`src/rtl/srp_pkg.sv`:
```
// ----------------------------------------------------------------------------
// srp_pkg
// shared widths, codes and controller/datapath signal groups for the
// sector read-ahead prefetcher
// ----------------------------------------------------------------------------
package srp_pkg;

    localparam int ADDR_W      = 20;
    localparam int SLOT_W      = 8;
    localparam int CNT_W       = 8;
    localparam int RING_SLOTS  = 256;
    localparam int LANES       = 8;
    localparam int LANE_W      = 3;
    localparam int ROWS        = RING_SLOTS / LANES;
    localparam int ROW_W       = SLOT_W - LANE_W;
    localparam int MAX_AHEAD   = 16;
    localparam int BURST_LIMIT = 2;
    localparam int COUNT_MAX   = 255;

    typedef enum logic [1:0] {
        REQ_TICK   = 2'd0,
        REQ_HINT   = 2'd1,
        REQ_TRAY   = 2'd2,
        REQ_LOOKUP = 2'd3
    } t_req;

    typedef enum logic [2:0] {
        ST_IDLE,
        ST_APPLY,
        ST_FETCH,
        ST_SCAN_RD,
        ST_SCAN_CMP,
        ST_DONE
    } t_state;

    typedef struct packed {
        logic capture;
        logic apply;
        logic fetch;
        logic scan_rd;
        logic scan_cmp;
        logic scan_next;
        logic load_out;
    } t_dp_cmd;

    typedef struct packed {
        logic req_lookup;
        logic scan_hit;
        logic scan_last;
        logic out_free;
    } t_dp_sts;

endpackage

```
`src/rtl/srp_ctrl.sv`:
```
// ----------------------------------------------------------------------------
// srp_ctrl
// sequencing fsm: capture, prefetch update and fetch, or row-wise tag scan
// ----------------------------------------------------------------------------
module srp_ctrl (
    input  logic             i_clk,
    input  logic             i_rst_n,
    input  logic             i_in_valid,
    output logic             o_in_ready,
    input  srp_pkg::t_dp_sts i_sts,
    output srp_pkg::t_dp_cmd o_cmd
);

    srp_pkg::t_state r_state;
    srp_pkg::t_state n_state;

    always_ff @(posedge i_clk) begin
        if (!i_rst_n) begin
            r_state <= srp_pkg::ST_IDLE;
        end else begin
            r_state <= n_state;
        end
    end

    always_comb begin
        n_state    = r_state;
        o_cmd      = '0;
        o_in_ready = 1'b0;
        unique case (r_state)
            srp_pkg::ST_IDLE: begin
                o_in_ready = 1'b1;
                if (i_in_valid) begin
                    o_cmd.capture = 1'b1;
                    n_state = i_sts.req_lookup ? srp_pkg::ST_SCAN_RD : srp_pkg::ST_APPLY;
                end
            end
            srp_pkg::ST_APPLY: begin
                o_cmd.apply = 1'b1;
                n_state     = srp_pkg::ST_FETCH;
            end
            srp_pkg::ST_FETCH: begin
                o_cmd.fetch = 1'b1;
                n_state     = srp_pkg::ST_DONE;
            end
            srp_pkg::ST_SCAN_RD: begin
                o_cmd.scan_rd = 1'b1;
                n_state       = srp_pkg::ST_SCAN_CMP;
            end
            srp_pkg::ST_SCAN_CMP: begin
                o_cmd.scan_cmp = 1'b1;
                if (i_sts.scan_hit || i_sts.scan_last) begin
                    n_state = srp_pkg::ST_DONE;
                end else begin
                    o_cmd.scan_next = 1'b1;
                    n_state         = srp_pkg::ST_SCAN_RD;
                end
            end
            srp_pkg::ST_DONE: begin
                if (i_sts.out_free) begin
                    o_cmd.load_out = 1'b1;
                    n_state        = srp_pkg::ST_IDLE;
                end
            end
            default: begin
                n_state = srp_pkg::ST_IDLE;
            end
        endcase
    end

endmodule

```
`config.mk`:
```
export PLATFORM = sky130hd
export DESIGN_NAME = srp_ctrl
export DESIGN_NICKNAME = d
export VERILOG_FILES = /design/src/rtl/srp_pkg.sv /design/src/rtl/srp_ctrl.sv
export SDC_FILE = /design/constraint.sdc
export NUM_CORES = 1
export LEC_CHECK = 0
export BUFFER_PORTS_ARGS = -buffer_cell sky130_fd_sc_hd__buf_4
export CORE_AREA = 8 8 45 47
export DETAILED_ROUTE_END_ITERATION = 10
export DIE_AREA = 0 0 53 55
export MAX_ROUTING_LAYER = met4
export SYNTH_ARGS = -nofsm -noshare
export SYNTH_HDL_FRONTEND = slang
export SYNTH_SLANG_ARGS = --single-unit
```
`constraint.sdc`:
```
create_clock -name i_clk -period 1.95 [get_ports i_clk]
set_clock_uncertainty 0.15 [all_clocks]
set_input_delay 0.195 -clock i_clk [delete_from_list [all_inputs] [get_ports i_clk]]
set_output_delay 0.195 -clock i_clk [all_outputs]
set_load 0.05 [all_outputs]
```
==> flow_summary_export.csv <==
group,metric,value,unit
timing,final-setup-viol-count,0,
worst_hold_path,holdPathStages,2,
flow_run,cap_violations,0,
place,dp.cells,54,
synth,synth_warnings,0,
place,gp_congestion,0.655,
global_route,antenna_found_initial,0,
worst_hold_path,min_from,"i_rst_n",
critical_path,crit_type,"reg -> out",
critical_path,cpPeakStageDelay,0.45,ns
floorplan,core,1380,um^2
pwr,max-vdd-ir-drop,0.000238,V
synth,synthDistinctLibCells,17,
pwr,leakagePower,0.169,nW
clock_network,cts_num_sinks,3,
timing,fmax,0.567,GHz
final_layout,drive_gt1_frac,0.500,
synth,syn-num-nets,33,
final_layout,multi_input_area,143,um^2
critical_path,crit_path_start_kind,"register",
clock_network,htree_num_levels,1,
synth,syn-mean-instance-area,7.65,um^2
detailed_routing,drtIter0Drc,0,
clock_network,cts_tree,"built",
critical_path,reg2reg_from,"r_state[2]$_SDFFE_PN0P_",
timing,tightest_slew,0.374,ns
clock_network,cts-root-buf,"clkbuf_4",
final_layout,regMostFlops,"r_state",
pwr,power_density,888,nW/um^2
final_layout,area_growth,79.9,%
global_route,gr-usage-all-layers,0.0473,
pwr,p_int,0.190,mW
place,placed_area,332,um^2
floorplan,pin_count,15,
timing,hold_violations,0,
worst_hold_path,holdPathEnd,"r_state[0]$_SDFFE_PN0P_",
detailed_routing,vias,240,
clock_network,ctsResizeCount,0,
detailed_routing,ant_nets,0,
final_layout,final_area,358,um^2
critical_path,critical-path-slowest-cell,"dfxtp_1",
critical_path,required,1.60,ns
place,dp_hpwl,493,um
final_layout,fin_cells,58,
synth,syn_area,199,um^2
pwr,p_total,0.318,mW
critical_path,r2r_slack,0.55,ns
floorplan,die_w,53,um
clock_network,cts_inserted_buffers,3,
worst_hold_path,min-delay-path-class,"in -> reg",
critical_path,rr_worst_depth,3,
synth,seq_area_frac_synth,0.302,
pwr,switchingPower,0.127,mW
final_layout,nFillCells,163,
clock_network,cts.path.max_buffers,2,
synth,synthCells,26,
floorplan,initial_core_util,0.144,
detailed_routing,firstDrtPassIters,1,
global_route,grt_pass1_vias,220,
critical_path,cp-end-kind,"primary output",
pwr,comb_power_share,0.384,
final_layout,finalNetCount,50,
critical_path,cp_cell_sequence,"or3b_1, nor3_2, buf_4",
timing,rsz0062_at_grt,"false",
critical_path,cp.arrival,1.42,ns
global_route,grt_first_pass_wirelength,897,um
pwr,power_frac_seq,0.272,
clock_network,cts.clk_slew.worst_paths,0.04,ns
final_layout,reg_top3,"r_state (3)",
pwr,p_sw_frac,0.401,
floorplan,die_y,55,um
floorplan,dieArea,2920,um^2
clock_network,insertion_delay,0.23,ns
clock_network,cts_hold_buf,0,
place,portBuffers,14,
critical_path,r2r_end,"r_state[1]$_SDFFE_PN0P_",
timing,min_period,1.76,ns
timing,timing.slew.headroom,0.750,
timing,finalCritPeriodShare,0.905,
floorplan,rows,14,
detailed_routing,wl,607,um
final_layout,largest_register_ffs,3,
detailed_routing,drc,0,
status,outcome,"finished clean",
detailed_routing,viasPerCell,4.14,
timing,drv_slew,0,
synth,synth-seq-cells,3,
final_layout,antenna_cells,0,
final_layout,regArea,60.1,um^2
clock_network,cts_setup_buffers,0,
global_route,grt_max_degree,13,
detailed_routing,detail_route.wl_per_cell,10.5,um
critical_path,cp_max_fo,8,
pwr,pwr-share-clk,0.344,
global_route,overflow,0,
## synth_stat cells
library cell | number | area, um^2
a2111o_1 | 1 | 11.3
a21boi_0 | 1 | 7.51
a21oi_1 | 2 | 10.0
and2_1 | 1 | 6.26
and3_1 | 2 | 12.5
and3b_1 | 1 | 8.76
and4b_2 | 1 | 11.3
clkbuf_1 | 2 | 7.51
dfxtp_1 | 3 | 60.1
inv_1 | 1 | 3.75
nand2_1 | 1 | 3.75
nor2_1 | 1 | 3.75
nor3_1 | 5 | 25.0
nor3b_1 | 1 | 7.51
o21ai_0 | 1 | 5.00
o22ai_1 | 1 | 6.26
or3b_1 | 1 | 8.76
## kinds of logic after synthesis
family / Yosys count / share of synthesized area
flops: 3 / 0.302
buf+inv: 3 / 0.0566
simple gates: 14 / 0.440
compound gates: 6 / 0.201
## power by group through the flow
stage	sequential [mW]	clock, mW	combinational, mW
3_5_place_dp	0.0874	0	0.124
4_1_cts	0.0863	0.119	0.124
5_1_grt	0.0893	0.124	0.129
2_1_floorplan	0.0749	0	0.0960
3_3_place_gp	0.0868	0	0.124
6_report	0.0864	0.109	0.122
## placed cells by master (no fill, tap or decap), types with 2 or more instances in the layout
master / synthesis / layout
clkbuf_4: 0 / 3
buf_4: 0 / 14
a21oi_1: 2 / 2
nor3_2: 0 / 2
and3_1: 2 / 2
nor3_1: 5 / 3
dfxtp_1: 3 / 3
## through the flow
stage | hold slack [ns] | worst slack [ns] | TNS (ns) | util
after global routing | 0.0751 | 0.107 | 0 | 0.259
after global placement | 0.303 | 0.443 | 0 | 0.240
final | 0.0684 | 0.186 | 0 | 0.259
after detailed placement | 0.311 | 0.425 | 0 | 0.240
after floorplan | 0.191 | -0.135 | -0.135 | -
after CTS | 0.0619 | 0.160 | 0 | 0.259
## worst max path at each step
stage	from	to	cells past startpoint
floorplan	r_state[0]$_SDFFE_PN0P_	o_cmd[6]	3
global placement	r_state[2]$_SDFFE_PN0P_	o_cmd[1]	3
detailed placement	r_state[2]$_SDFFE_PN0P_	o_cmd[1]	3
CTS	r_state[2]$_SDFFE_PN0P_	o_cmd[1]	3
global route	r_state[2]$_SDFFE_PN0P_	o_cmd[1]	3
finish	r_state[2]$_SDFFE_PN0P_	o_cmd[1]	3
## area by class of cell
| class | instances | share of cell area |
|---|---|---|
| Multi-Input combinational cell | 20 | 0.399 |
| Timing Repair Buffer | 14 | 0.294 |
| Sequential cell | 3 | 0.168 |
| Clock buffer | 4 | 0.0734 |
| Tap cell | 16 | 0.0559 |
| Inverter | 1 | 0.0105 |
## metal layers
metal | track usage | up-vias | part of all wire
met2 | 0.0625 | 7 | 0.49
met5 | - | - | 0
li1 | - | 128 | -
met1 | 0.0364 | 105 | 0.36
met4 | 0.0517 | 0 | 0
met3 | 0.0428 | 0 | 0.15
## worst max-delay path, delay by kind of cell, from the launching register on
kind | cells | cell delay (ns)
buffers and inverters | 1 | 0.21
AND/OR/NAND/NOR | 2 | 0.52
flip-flops | 1 | 0.45
No activity file was read; power rests on OpenSTA's default activity.
